### config.mk
export PLATFORM = sky130hd
export DESIGN_NAME = verlet_particle_box_step
export DESIGN_NICKNAME = d
export VERILOG_FILES = /design/src/design/vpbs_pkg.sv /design/src/design/verlet_particle_box_step.sv
export SDC_FILE = /design/constraint.sdc
export NUM_CORES = 2
export LEC_CHECK = 0
export BUFFER_PORTS_ARGS = -buffer_cell sky130_fd_sc_hd__clkbuf_2
export CORE_UTILIZATION = 35
export CTS_BUF_LIST = sky130_fd_sc_hd__clkbuf_16
export DETAILED_ROUTE_END_ITERATION = 6
export PLACE_DENSITY_LB_ADDON = 0.25
export SLEW_MARGIN = 20
export SYNTH_ARGS = -nofsm -noshare
export SYNTH_HDL_FRONTEND = slang
export SYNTH_SLANG_ARGS = --single-unit
export TNS_END_PERCENT = 30
### constraint.sdc
create_clock -name clk_i -period 18.65 [get_ports clk_i]
set_clock_uncertainty 0.1 [all_clocks]
set_input_delay 1.865 -clock clk_i [delete_from_list [all_inputs] [get_ports clk_i]]
set_output_delay 1.865 -clock clk_i [all_outputs]
set_load 0.05 [all_outputs]
### src/design/vpbs_pkg.sv
// ----------------------------------------------------------------------------
// vpbs_pkg: shared definitions for the particle box step block
// Field widths, register map codes, fixed-point constants and saturation.
// ----------------------------------------------------------------------------
package vpbs_pkg;

  // Field widths
  localparam int unsigned PosW    = 32;
  localparam int unsigned TickW   = 32;
  localparam int unsigned ColorW  = 8;
  localparam int unsigned InDataW = 160;
  localparam int unsigned OutDataW = 120;
  localparam int unsigned AddrW   = 5;

  // Register indexes, taken from paddr[4:2]
  localparam logic [2:0] RegRadius    = 3'd0;
  localparam logic [2:0] RegFriction  = 3'd1;
  localparam logic [2:0] RegBounce    = 3'd2;
  localparam logic [2:0] RegGravity   = 3'd3;
  localparam logic [2:0] RegBoxWidth  = 3'd4;
  localparam logic [2:0] RegBoxHeight = 3'd5;

  // Register reset values
  localparam logic [27:0] RadiusRst    = 28'd10485760;
  localparam logic [15:0] FrictionRst  = 16'd32768;
  localparam logic [15:0] BounceRst    = 16'd27853;
  localparam logic [19:0] GravityRst   = 20'd105;
  localparam logic [30:0] BoxWidthRst  = 31'd524288000;
  localparam logic [30:0] BoxHeightRst = 31'd524288000;

  // 500.0 in Q11.20, the horizontal color center
  localparam logic signed [34:0] CenterX = 35'sd524288000;
  // floor(n/5) = (n * DivFiveRecip) >> 18 for all n below 2^18
  localparam logic [15:0] DivFiveRecip = 16'd52429;
  // floor(t/50) = (t * DivFiftyRecip) >> 36 for any 32-bit t
  localparam logic [32:0] DivFiftyRecip = 33'h0_51EB_851F;

  // Wall contact flags gathered during the move
  typedef struct packed {
    logic hit_x;
    logic hit_y;
    logic on_floor;
  } hit_t;

  // Clamp a 35-bit signed value to the signed 32-bit range
  function automatic logic signed [31:0] sat35(input logic signed [34:0] v);
    logic signed [31:0] r;
    if (v[34:31] == {4{v[31]}}) begin
      r = v[31:0];
    end else if (v[34]) begin
      r = 32'sh8000_0000;
    end else begin
      r = 32'sh7FFF_FFFF;
    end
    return r;
  endfunction

endpackage

### src/design/verlet_particle_box_step.sv
// ----------------------------------------------------------------------------
// verlet_particle_box_step: one Verlet step of a particle in a box
// Q11.20 position update with wall clamp, Q1.15 bounce and floor friction.
// ----------------------------------------------------------------------------
//
//  channel  | dir | handshake               | content
//  ---------+-----+-------------------------+-----------------------------------
//  s_axis   | in  | s_axis_tvalid/tready    | load or step request
//  m_axis   | out | m_axis_tvalid/tready    | position, colors, tick count
//  apb      | in  | psel/penable, pready=1  | six config registers, 4-byte spaced
//
//  A step item runs through accept, velocity, move and clamp, then one
//  pass each of the shared 33x33 multiplier for x bounce, y bounce,
//  friction (only when the particle lands on the floor) and the tick color.
//  A load item runs through state capture, then the color pass.
//  s_axis_tready is high only while the sequencer is idle; a finished result
//  sits in the output register and the sequencer holds in its last step
//  until that register is free. Reset clears the particle state and
//  restores the register defaults; there is no clearing pass.
//
module verlet_particle_box_step (
  input  logic                           clk_i,
  input  logic                           rst_ni,
  // s_axis: tdata = load_x, load_y, load_prev_x, load_prev_y, load_ticks
  input  logic                           s_axis_tvalid,
  output logic                           s_axis_tready,
  input  logic [vpbs_pkg::InDataW-1:0]   s_axis_tdata,
  // s_axis: tuser = req_type
  input  logic                           s_axis_tuser,
  // m_axis: tdata = pos_x, pos_y, color_red, color_green, color_blue,
  //         tick_count
  output logic                           m_axis_tvalid,
  input  logic                           m_axis_tready,
  output logic [vpbs_pkg::OutDataW-1:0]  m_axis_tdata,
  // apb config port
  input  logic                           psel,
  input  logic                           penable,
  input  logic                           pwrite,
  input  logic [vpbs_pkg::AddrW-1:0]     paddr,
  input  logic [31:0]                    pwdata,
  output logic [31:0]                    prdata,
  output logic                           pready
);
  import vpbs_pkg::*;

  // Sequencer states
  localparam logic [2:0] SIdle = 3'd0;
  localparam logic [2:0] SVel  = 3'd1;
  localparam logic [2:0] SMove = 3'd2;
  localparam logic [2:0] SBx   = 3'd3;
  localparam logic [2:0] SBy   = 3'd4;
  localparam logic [2:0] SFric = 3'd5;
  localparam logic [2:0] SBlue = 3'd6;

  logic [2:0] state_q, state_d;

  // Config registers
  logic [27:0] radius_q;
  logic [15:0] friction_q, bounce_q;
  logic [19:0] gravity_q;
  logic [30:0] box_width_q, box_height_q;

  // Particle state
  logic signed [31:0] cur_x_q, cur_y_q, old_x_q, old_y_q;
  logic [TickW-1:0]   ticks_q;
  logic               is_load_q;

  // Working registers
  logic signed [31:0] vx_q, vy_q, nx_q, ny_q, ox_q, oy_q;
  logic signed [32:0] diff_q;
  hit_t               hit_q;

  logic                out_valid_q;
  logic [OutDataW-1:0] out_data_q;

  // ---------------------------------------------------------------- config
  logic cfg_wr;
  assign pready = 1'b1;
  assign cfg_wr = psel & penable & pwrite & pready;

  always_ff @(posedge clk_i or negedge rst_ni) begin
    if (!rst_ni) begin
      radius_q     <= RadiusRst;
      friction_q   <= FrictionRst;
      bounce_q     <= BounceRst;
      gravity_q    <= GravityRst;
      box_width_q  <= BoxWidthRst;
      box_height_q <= BoxHeightRst;
    end else if (cfg_wr) begin
      case (paddr[4:2])
        RegRadius:    radius_q     <= pwdata[27:0];
        RegFriction:  friction_q   <= pwdata[15:0];
        RegBounce:    bounce_q     <= pwdata[15:0];
        RegGravity:   gravity_q    <= pwdata[19:0];
        RegBoxWidth:  box_width_q  <= pwdata[30:0];
        RegBoxHeight: box_height_q <= pwdata[30:0];
        default: ;
      endcase
    end
  end

  // Read back the addressed register
  always_comb begin
    case (paddr[4:2])
      RegRadius:    prdata = {4'd0, radius_q};
      RegFriction:  prdata = {16'd0, friction_q};
      RegBounce:    prdata = {16'd0, bounce_q};
      RegGravity:   prdata = {12'd0, gravity_q};
      RegBoxWidth:  prdata = {1'b0, box_width_q};
      RegBoxHeight: prdata = {1'b0, box_height_q};
      default:      prdata = 32'd0;
    endcase
  end

  // ---------------------------------------------------------------- handshake
  logic in_acc, out_free, issue;
  assign s_axis_tready = (state_q == SIdle);
  assign in_acc        = s_axis_tvalid & s_axis_tready;
  assign out_free      = !out_valid_q || m_axis_tready;
  assign issue         = (state_q == SBlue) && out_free;
  assign m_axis_tvalid = out_valid_q;
  assign m_axis_tdata  = out_data_q;

  // ---------------------------------------------------------------- shared multiplier
  logic signed [32:0] mul_a, mul_b;
  logic signed [65:0] prod;
  logic signed [33:0] mq;

  // Pick operands for the current step
  always_comb begin
    case (state_q)
      SBx:     begin mul_a = {vx_q[31], vx_q};  mul_b = {17'd0, bounce_q};   end
      SBy:     begin mul_a = {vy_q[31], vy_q};  mul_b = {17'd0, bounce_q};   end
      SFric:   begin mul_a = diff_q;            mul_b = {17'd0, friction_q}; end
      SBlue:   begin mul_a = {1'b0, ticks_q};   mul_b = DivFiftyRecip;       end
      default: begin mul_a = 33'sd0;            mul_b = 33'sd0;              end
    endcase
  end

  assign prod = mul_a * mul_b;
  // Q1.15 product, floor by arithmetic shift
  assign mq   = prod[48:15];

  // ---------------------------------------------------------------- velocity
  logic signed [31:0] vx_d, vy_raw, vy_d;
  assign vx_d   = sat35({{3{cur_x_q[31]}}, cur_x_q} - {{3{old_x_q[31]}}, old_x_q});
  assign vy_raw = sat35({{3{cur_y_q[31]}}, cur_y_q} - {{3{old_y_q[31]}}, old_y_q});
  assign vy_d   = sat35({{3{vy_raw[31]}}, vy_raw} + {15'd0, gravity_q});

  // ---------------------------------------------------------------- move and clamp
  logic signed [31:0] nx_s, ny_s;
  logic signed [34:0] r35, lim_x, lim_y, nx1, ny1, nx2, ny2;
  logic               lo_x, hi_x, lo_y, hi_y;
  hit_t               hit_d;

  assign nx_s  = sat35({{3{cur_x_q[31]}}, cur_x_q} + {{3{vx_q[31]}}, vx_q});
  assign ny_s  = sat35({{3{cur_y_q[31]}}, cur_y_q} + {{3{vy_q[31]}}, vy_q});
  assign r35   = {7'd0, radius_q};
  assign lim_x = {4'd0, box_width_q} - {6'd0, radius_q, 1'b0};
  assign lim_y = {4'd0, box_height_q} - {6'd0, radius_q, 1'b0};

  // Left wall first, the right wall overrides when the walls cross
  always_comb begin
    lo_x = $signed({{3{nx_s[31]}}, nx_s}) < r35;
    nx1  = lo_x ? r35 : {{3{nx_s[31]}}, nx_s};
    hi_x = nx1 > lim_x;
    nx2  = hi_x ? lim_x : nx1;
    lo_y = $signed({{3{ny_s[31]}}, ny_s}) < r35;
    ny1  = lo_y ? r35 : {{3{ny_s[31]}}, ny_s};
    hi_y = ny1 > lim_y;
    ny2  = hi_y ? lim_y : ny1;
    hit_d.hit_x    = lo_x | hi_x;
    hit_d.hit_y    = lo_y | hi_y;
    hit_d.on_floor = hi_y;
  end

  // ---------------------------------------------------------------- reflect
  logic signed [31:0] bx_d, by_d, fr_d;
  logic signed [32:0] diff_d;
  assign bx_d   = sat35({{3{nx_q[31]}}, nx_q} + {mq[33], mq});
  assign by_d   = sat35({{3{ny_q[31]}}, ny_q} + {mq[33], mq});
  assign fr_d   = sat35({{3{nx_q[31]}}, nx_q} - {mq[33], mq});
  assign diff_d = {nx_q[31], nx_q} - {ox_q[31], ox_q};

  // ---------------------------------------------------------------- colors
  logic signed [31:0] pos_x, pos_y;
  logic [TickW-1:0]   tick_after;
  logic signed [34:0] dxc, adx;
  logic [31:0]        ady;
  logic [12:0]        n_r;
  logic [11:0]        n_g;
  logic [28:0]        q_r;
  logic [27:0]        q_g;
  logic [ColorW-1:0]  red, green, green_mag, blue;

  assign pos_x      = is_load_q ? cur_x_q : nx_q;
  assign pos_y      = is_load_q ? cur_y_q : ny_q;
  assign tick_after = is_load_q ? ticks_q : ticks_q + 32'd1;

  // Integer part of the distance from the center, divided by five
  assign dxc   = {{3{pos_x[31]}}, pos_x} - CenterX;
  assign adx   = dxc[34] ? -dxc : dxc;
  assign n_r   = adx[32:20];
  assign q_r   = {16'd0, n_r} * {13'd0, DivFiveRecip};
  assign red   = q_r[25:18];

  // Height over five, truncated toward zero
  assign ady       = pos_y[31] ? 32'd0 - pos_y : pos_y;
  assign n_g       = ady[31:20];
  assign q_g       = {16'd0, n_g} * {12'd0, DivFiveRecip};
  assign green_mag = q_g[25:18];
  assign green     = pos_y[31] ? 8'd0 - green_mag : green_mag;

  assign blue = prod[43:36];

  // ---------------------------------------------------------------- sequencer
  always_comb begin
    state_d = state_q;
    case (state_q)
      SIdle:   if (in_acc) state_d = s_axis_tuser ? SBlue : SVel;
      SVel:    state_d = SMove;
      SMove:   state_d = SBx;
      SBx:     state_d = SBy;
      SBy:     state_d = hit_q.on_floor ? SFric : SBlue;
      SFric:   state_d = SBlue;
      SBlue:   if (out_free) state_d = SIdle;
      default: state_d = SIdle;
    endcase
  end

  always_ff @(posedge clk_i or negedge rst_ni) begin
    if (!rst_ni) begin
      state_q     <= SIdle;
      out_valid_q <= 1'b0;
      is_load_q   <= 1'b0;
      cur_x_q     <= '0;
      cur_y_q     <= '0;
      old_x_q     <= '0;
      old_y_q     <= '0;
      ticks_q     <= '0;
    end else begin
      state_q <= state_d;
      // Raise the result on issue, drop it once taken
      if (issue) begin
        out_valid_q <= 1'b1;
      end else if (m_axis_tready) begin
        out_valid_q <= 1'b0;
      end
      // Capture a load directly into the particle state
      if (in_acc) begin
        is_load_q <= s_axis_tuser;
        if (s_axis_tuser) begin
          cur_x_q <= s_axis_tdata[31:0];
          cur_y_q <= s_axis_tdata[63:32];
          old_x_q <= s_axis_tdata[95:64];
          old_y_q <= s_axis_tdata[127:96];
          ticks_q <= s_axis_tdata[159:128];
        end
      end
      // Commit a finished step
      if (issue && !is_load_q) begin
        cur_x_q <= nx_q;
        cur_y_q <= ny_q;
        old_x_q <= ox_q;
        old_y_q <= oy_q;
        ticks_q <= tick_after;
      end
    end
  end

  // Working registers advance with the sequencer
  always_ff @(posedge clk_i) begin
    case (state_q)
      SVel: begin
        vx_q <= vx_d;
        vy_q <= vy_d;
      end
      SMove: begin
        nx_q  <= nx2[31:0];
        ny_q  <= ny2[31:0];
        hit_q <= hit_d;
      end
      SBx: ox_q <= hit_q.hit_x ? bx_d : cur_x_q;
      SBy: begin
        oy_q   <= hit_q.hit_y ? by_d : cur_y_q;
        diff_q <= diff_d;
      end
      SFric: ox_q <= fr_d;
      default: ;
    endcase
    if (issue) begin
      out_data_q <= {tick_after, blue, green, red, pos_y, pos_x};
    end
  end

  // ---------------------------------------------------------------- assertions
  a_fric_after_floor: assert property (@(posedge clk_i) disable iff (!rst_ni)
    state_q == SFric |-> $past(state_q) == SBy && hit_q.on_floor)
    else $error("friction step without floor contact");

  a_step_starts: assert property (@(posedge clk_i) disable iff (!rst_ni)
    in_acc && !s_axis_tuser |=> state_q == SVel)
    else $error("step item did not start the velocity step");

  a_issue_valid: assert property (@(posedge clk_i) disable iff (!rst_ni)
    issue |=> m_axis_tvalid && state_q == SIdle)
    else $error("issued result not presented");

  a_tick_inc: assert property (@(posedge clk_i) disable iff (!rst_ni)
    issue && !is_load_q |=> ticks_q == $past(ticks_q) + 32'd1)
    else $error("tick count not advanced by a step");

endmodule

* Yosys cells after proc, flatten, opt, wreduce, memory -nomap -nowiden
Cells that the tools add are included.
** Storage, ports and cells
- Word-level logic and storage cells :: 148
- Bits of input ports :: 205
- Output and inout port bits :: 155
- Flip-flop bits (word level) :: 655
** Operators by class
- Magnitude comparators :: 4
- Muxes and demuxes :: 54
- Reduce and logical (&&, ||, !) cells :: 20
- Bitwise gates (word level) :: 5
- Add/subtract/negate cells :: 16
- Equality and inequality tests :: 21
- $mul :: 3
** Operator list (number)
- $mux 32 :: 39
- $pmux 31 s6 :: 1
- $pmux 33 s4 :: 1
- $sub 32x32->33 :: 3
- $pmux 31 s3 :: 1
- $add 32x34->35 :: 2
- $gt 35x32->1 :: 2
- $mux 35 :: 2
- $add 32x32->33 :: 2
- $lt 32x29->1 :: 2
- $pmux 32 s2 :: 1
- $sub 31x29->32 :: 2
- $mul 33x32->49 :: 1
- $sub 32x34->35 :: 1
- $add 32x21->33 :: 1
- $mux 33 :: 1
- $neg 33->33 :: 1
- $sub 32x30->33 const B :: 1
- $add 32x1->32 const B :: 1
- $sub 1x32->32 const A :: 1
- $mul 12x16->26 const B :: 1
- $mul 13x16->26 const B :: 1
- $eq 3x3->1 :: 8
- $pmux 3 s7 :: 1
- 19 further kinds :: 46

* Longest topological paths before layout
- Word-level depth :: 9
- Gate-level depth with buffers :: 52
- Gate-level depth less buffers :: 45

* Worst setup path before layout
No wires, ideal clock.
- Kind :: reg2reg
- Start point :: register state_q[1]
- End point :: register ox_q[27] (data pin)
- Period minus slack after synthesis :: 13.177 ns
- Library setup time :: 0.267 ns
- Data arrival time :: 12.809 ns
- Path slack :: 5.473 ns
- Stages on the path, launching flop included :: 50
- Path buffers :: 6
- Required time :: 18.283 ns
- Cell sequence :: dfrtp_1 buf_4 nand2b_1 nor2_1 clkbuf_1 buf_1 nand2_1 and4_1 clkbuf_1 nor2_1 fa_1 inv_1 fa_1 fa_1 fa_1 inv_1 fa_1 ha_1 [14 not listed] o21ai_1 a21oi_1 xnor2_1 ha_1 clkbuf_1 a21o_1 a21o_1 a21oi_1 o21ai_0 nand2_1 o21ai_0 or2_2 o311a_1 o211a_1 mux2_2 clkbuf_1 a22oi_1 o211ai_1
** On the way
- Longest elaborated chain between the ends :: 9
- Elaborated cells between the ends (all ways) :: 18
- Classes of those cells :: add/sub: 2; mul: 1; eq/ne: 6; mux: 8; reduce/logical: 1
** RTL lines
- from (decl) :: RTL line verlet_particle_box_step.sv:55 : logic [2:0] state_q, state_d;
- from (signal assigned) :: RTL line verlet_particle_box_step.sv:233 : state_q <= SIdle;
- from (signal assigned) :: RTL line verlet_particle_box_step.sv:242 : state_q <= state_d;
- $eq 3x3->1 or $eq 3x2->1 (tied branches) :: RTL line verlet_particle_box_step.sv:131 : case (state_q)
- $reduce_or 2->1 (no source line)
- $pmux 31 s3 :: RTL line verlet_particle_box_step.sv:131
- $mul 33x32->49 * :: RTL line verlet_particle_box_step.sv:140 : assign prod = mul_a * mul_b;
- named net prod[42] :: RTL line verlet_particle_box_step.sv:126 : logic signed [65:0] prod;
- $add 32x34->35 :: RTL line verlet_particle_box_step.sv:180 : assign bx_d = sat35({{3{nx_q[31]}}, nx_q} + {mq[33], mq});
- $eq 3x3->1 or $mux 32 (tied branches) :: RTL line vpbs_pkg.sv:48, vpbs_pkg.sv:50
- $mux 32 :: RTL line vpbs_pkg.sv:48 : if (v[34:31] == {4{v[31]}}) begin
- $mux 32 :: RTL line verlet_particle_box_step.sv:283 : SBx: ox_q <= hit_q.hit_x ? bx_d : cur_x_q;
- $pmux 32 s2 * :: RTL line verlet_particle_box_step.sv:273 : case (state_q)
- to (signal assigned) :: RTL line verlet_particle_box_step.sv:283
- to (signal assigned) :: RTL line verlet_particle_box_step.sv:288 : SFric: ox_q <= fr_d;
- to (decl) :: RTL line verlet_particle_box_step.sv:69 : logic signed [31:0] vx_q, vy_q, nx_q, ny_q, ox_q, oy_q;
Mark *: on every way through the listed nets, which the timed path passes. The rest lies on a longest branch.
A chain may end at the register's enable or synchronous reset.

* Worst setup path in the final report
- Start point :: register state_q[1]
- End point :: register oy_q[10] (data pin)
** On the way
- Longest elaborated chain between the ends :: 8
- Elaborated cells between the ends (all ways) :: 13
- Classes of those cells :: add/sub: 1; mul: 1; eq/ne: 5; mux: 5; reduce/logical: 1
** RTL lines
- $eq 3x3->1 or $eq 3x2->1 (tied branches) :: RTL line verlet_particle_box_step.sv:131
- $reduce_or 2->1 (no source line)
- $pmux 31 s3 :: RTL line verlet_particle_box_step.sv:131
- $mul 33x32->49 * :: RTL line verlet_particle_box_step.sv:140
- named net prod[42] :: RTL line verlet_particle_box_step.sv:126
- $add 32x34->35 * :: RTL line verlet_particle_box_step.sv:181 : assign by_d = sat35({{3{ny_q[31]}}, ny_q} + {mq[33], mq});
- $eq 3x3->1 or $mux 32 (tied branches) :: RTL line vpbs_pkg.sv:48, vpbs_pkg.sv:50
- $mux 32 * :: RTL line vpbs_pkg.sv:48
- $mux 32 * :: RTL line verlet_particle_box_step.sv:285 : oy_q <= hit_q.hit_y ? by_d : cur_y_q;
- to (signal assigned) :: RTL line verlet_particle_box_step.sv:285
- to (decl) :: RTL line verlet_particle_box_step.sv:69
Marks and branches as above.

==> impl_metrics.ini <==
[flow_run]
maxCapViolations = 0

[global_route]
grt_util_all_layers_pct = 28.4
grt_pass1_vias = 66599
grt_util_met3_pct = 5.11
use_met2_pct = 44.4
grt_start_max_net_pins = 137
grt_pass1_wl_um = 473000
gr-total-overflow = 0
grt_antenna_before_repair = 37
busiest_layer = met2
met1_usage_pct = 38.3

[yosys]
yosysSeqAreaShare_pct = 22.7
yosysTopAreaCellShare_pct = 20.2
synth_edf_count = 348
syn-instance-count = 8689
ys.flop_type = edfxtp_1
synth_area_leaders = fa_1 20%, edfxtp_1 13%, ha_1 13%
avgSynthCellArea_um2 = 9.22
yosysUniqueCellTypes = 118
yosysTopAreaCell = fa_1
ys_warn_count = 0
ys_seq_elements = 655
synthesis.area_um2 = 80100
async_flop_share_pct = 46.9

[worst_setup_path]
crit_path_top_delay_cell = xnor2_1
critPathTopFamily = adder cells
critPathMaxStageDelay_ns = 0.89
critPathBufInv = 9
cp_data_arrival_time_ns = 15.52
crit_fanout = 27
cp.required_ns = 19.01
worstSetupPathType = reg2reg
end_kind = flip-flop
critPathLaunchType = flip-flop

[drt]
drt_wl_total_um = 331000
dr_total_vias = 67229
avgRoutedWirePerCell_um = 27.4
detail-route-antenna-nets = 0
route.detailed.drc = 0
vias_per_cell = 5.58
drt_first_pass_iters = 6
drt_iter0_drc = 6605

[outcome]
outcome = complete, no violations

[timing]
rsz0062_at_grt = no
min_period_ns = 15.17
finalCritPeriodShare_pct = 81.3
setup_tns_ns = 0
fin_hold_ws_ns = 0.389
worst_slew_pin_slew_ns = 1.20
slew_violations = 0
finalSetupViolCount = 0
hold_violations = 0
clock.fmax_ghz = 0.0659
slew_headroom_pct = 19.9

[placed_design]
gp_congestion = 0.982
dp_cells = 11882
dp_hpwl_um = 273000
io_buffers = 354

[cells_and_area]
nets = 10808
final_cell_mix = 1304 x inv_1, 830 x nand2_1, 826 x ha_1, 810 x fa_1, 675 x nor2_1
area_growth_pct = 10.9
fin_cells = 12058
fillerInstances = 22858
drive_above_1_share_pct = 11.3
final_common_cell = inv_1

[min_path]
hp-class = reg2reg

[floorplanning]
pin_count = 360
chipWidth_um = 480
start_util_pct = 35.2
fp.dieH_um = 480
die-area_um2 = 231000
rows = 175
coreArea_um2 = 227000

[clocking]
cts_buffers = 91
cts_tree = yes
cts_buffer_depth = 3
root_buffer = clkbuf_16
cts_setup_buffers = 0
clkTransAtPathRegs_ns = 0.06
insertion_delay_ns = 0.80
cts-resized-gates = 0
ctsHoldBuffers = 0
numClockSinks = 655
cts_max_level = 3
==> Yosys cell counts (30+ instances only) <==
master    instances
a211oi_1         35
a21o_1          218
a21oi_1         399
a22oi_1         200
a31oi_1          77
and2_1           35
and3_1           49
and4_1           39
buf_2            31
clkbuf_1        248
dfrtp_1         279
edfxtp_1        348
fa_1            810
ha_1            826
inv_1          1287
mux2_2          221
mux2i_1          30
nand2_1         832
nand2b_1         76
nand3_1         135
nand4_1          88
nor2_1          682
nor2b_1          63
nor3_1          109
o211ai_1         60
o21a_1           80
o21ai_0         374
o21bai_1         54
o31ai_1          48
or2_2            31
xnor2_1         266
xor2_1          167
==> per-stage QoR <==
stage | instance area (µm²) | setup slack (ns) | util (%)
after floorplan | 80100 | 5.47 | -
after global placement | 85700 | 3.80 | 37.7
after detailed placement | 85700 | 3.76 | 37.7
after CTS | 88800 | 3.74 | 39.0
after global routing | 88800 | 2.97 | 39.0
final | 88800 | 3.48 | 39.1
==> registers in the layout, indices dropped and copies added, names as in the netlist, 28 cells and up <==
signal	flops
vy_q	32
oy_q	32
box_height_q	31
ny_q	32
diff_q	33
nx_q	32
radius_q	28
ox_q	32
old_x_q	32
cur_x_q	32
old_y_q	32
box_width_q	31
m_axis_tdata	120
ticks_q	32
vx_q	32
cur_y_q	32
==> cell type report <==
cell class / instances / area, µm² / share of cell area, %
diodes: 5 / 12.5 / 0.0141
clock buffers: 94 / 2350 / 2.65
clock inverters: 76 / 764 / 0.860
inverters: 1292 / 4850 / 5.46
multi-input cells: 6434 / 56100 / 63.1
flip-flops and latches: 655 / 18200 / 20.5
well taps: 3009 / 3760 / 4.24
repair buffers: 493 / 2880 / 3.24
==> per-layer routing <==
metal | vias up | part of all wire (%)
met5 | - | 0.023
met4 | 12 | 4.9
met3 | 497 | 8.1
met2 | 2669 | 44
met1 | 33958 | 43
li1 | 30093 | -
==> cell families after synthesis <==
kind of cell	after synthesis	synth area share [%]
flops	655	22.7
buf+inv	1603	7.62
xor+xnor	433	4.74
other cells	2	0.00938
mux	252	3.50
fa+ha+maj	1636	33.2
compound gates	1845	15.4
simple gates	2263	12.9
==> tightest hold or removal path: stages, from the launching register on <==
cell and delay (ns):
edfxtp_1 0.32, a22oi_1 0.06, o21ai_0 0.07
==> path summary, 6_finish.rpt <==
check / from / endpoint / slack (ns) / depth (start not counted)
max in group asynchronous: rst_ni / ticks_q[20] / 15.29 / 3
max: state_q[1] / oy_q[10] / 3.48 / 44
max reg2reg: state_q[1] / oy_q[10] / 3.48 / 44
min in group asynchronous: rst_ni / box_width_q[19] / 0.97 / 1
min reg2reg: oy_q[31] / old_y_q[31] / 0.39 / 2
min: oy_q[31] / old_y_q[31] / 0.39 / 2
Power is left out: the tool's default activity adds up to more than one toggle a clock period on the data nets, which glitch-free logic cannot reach.
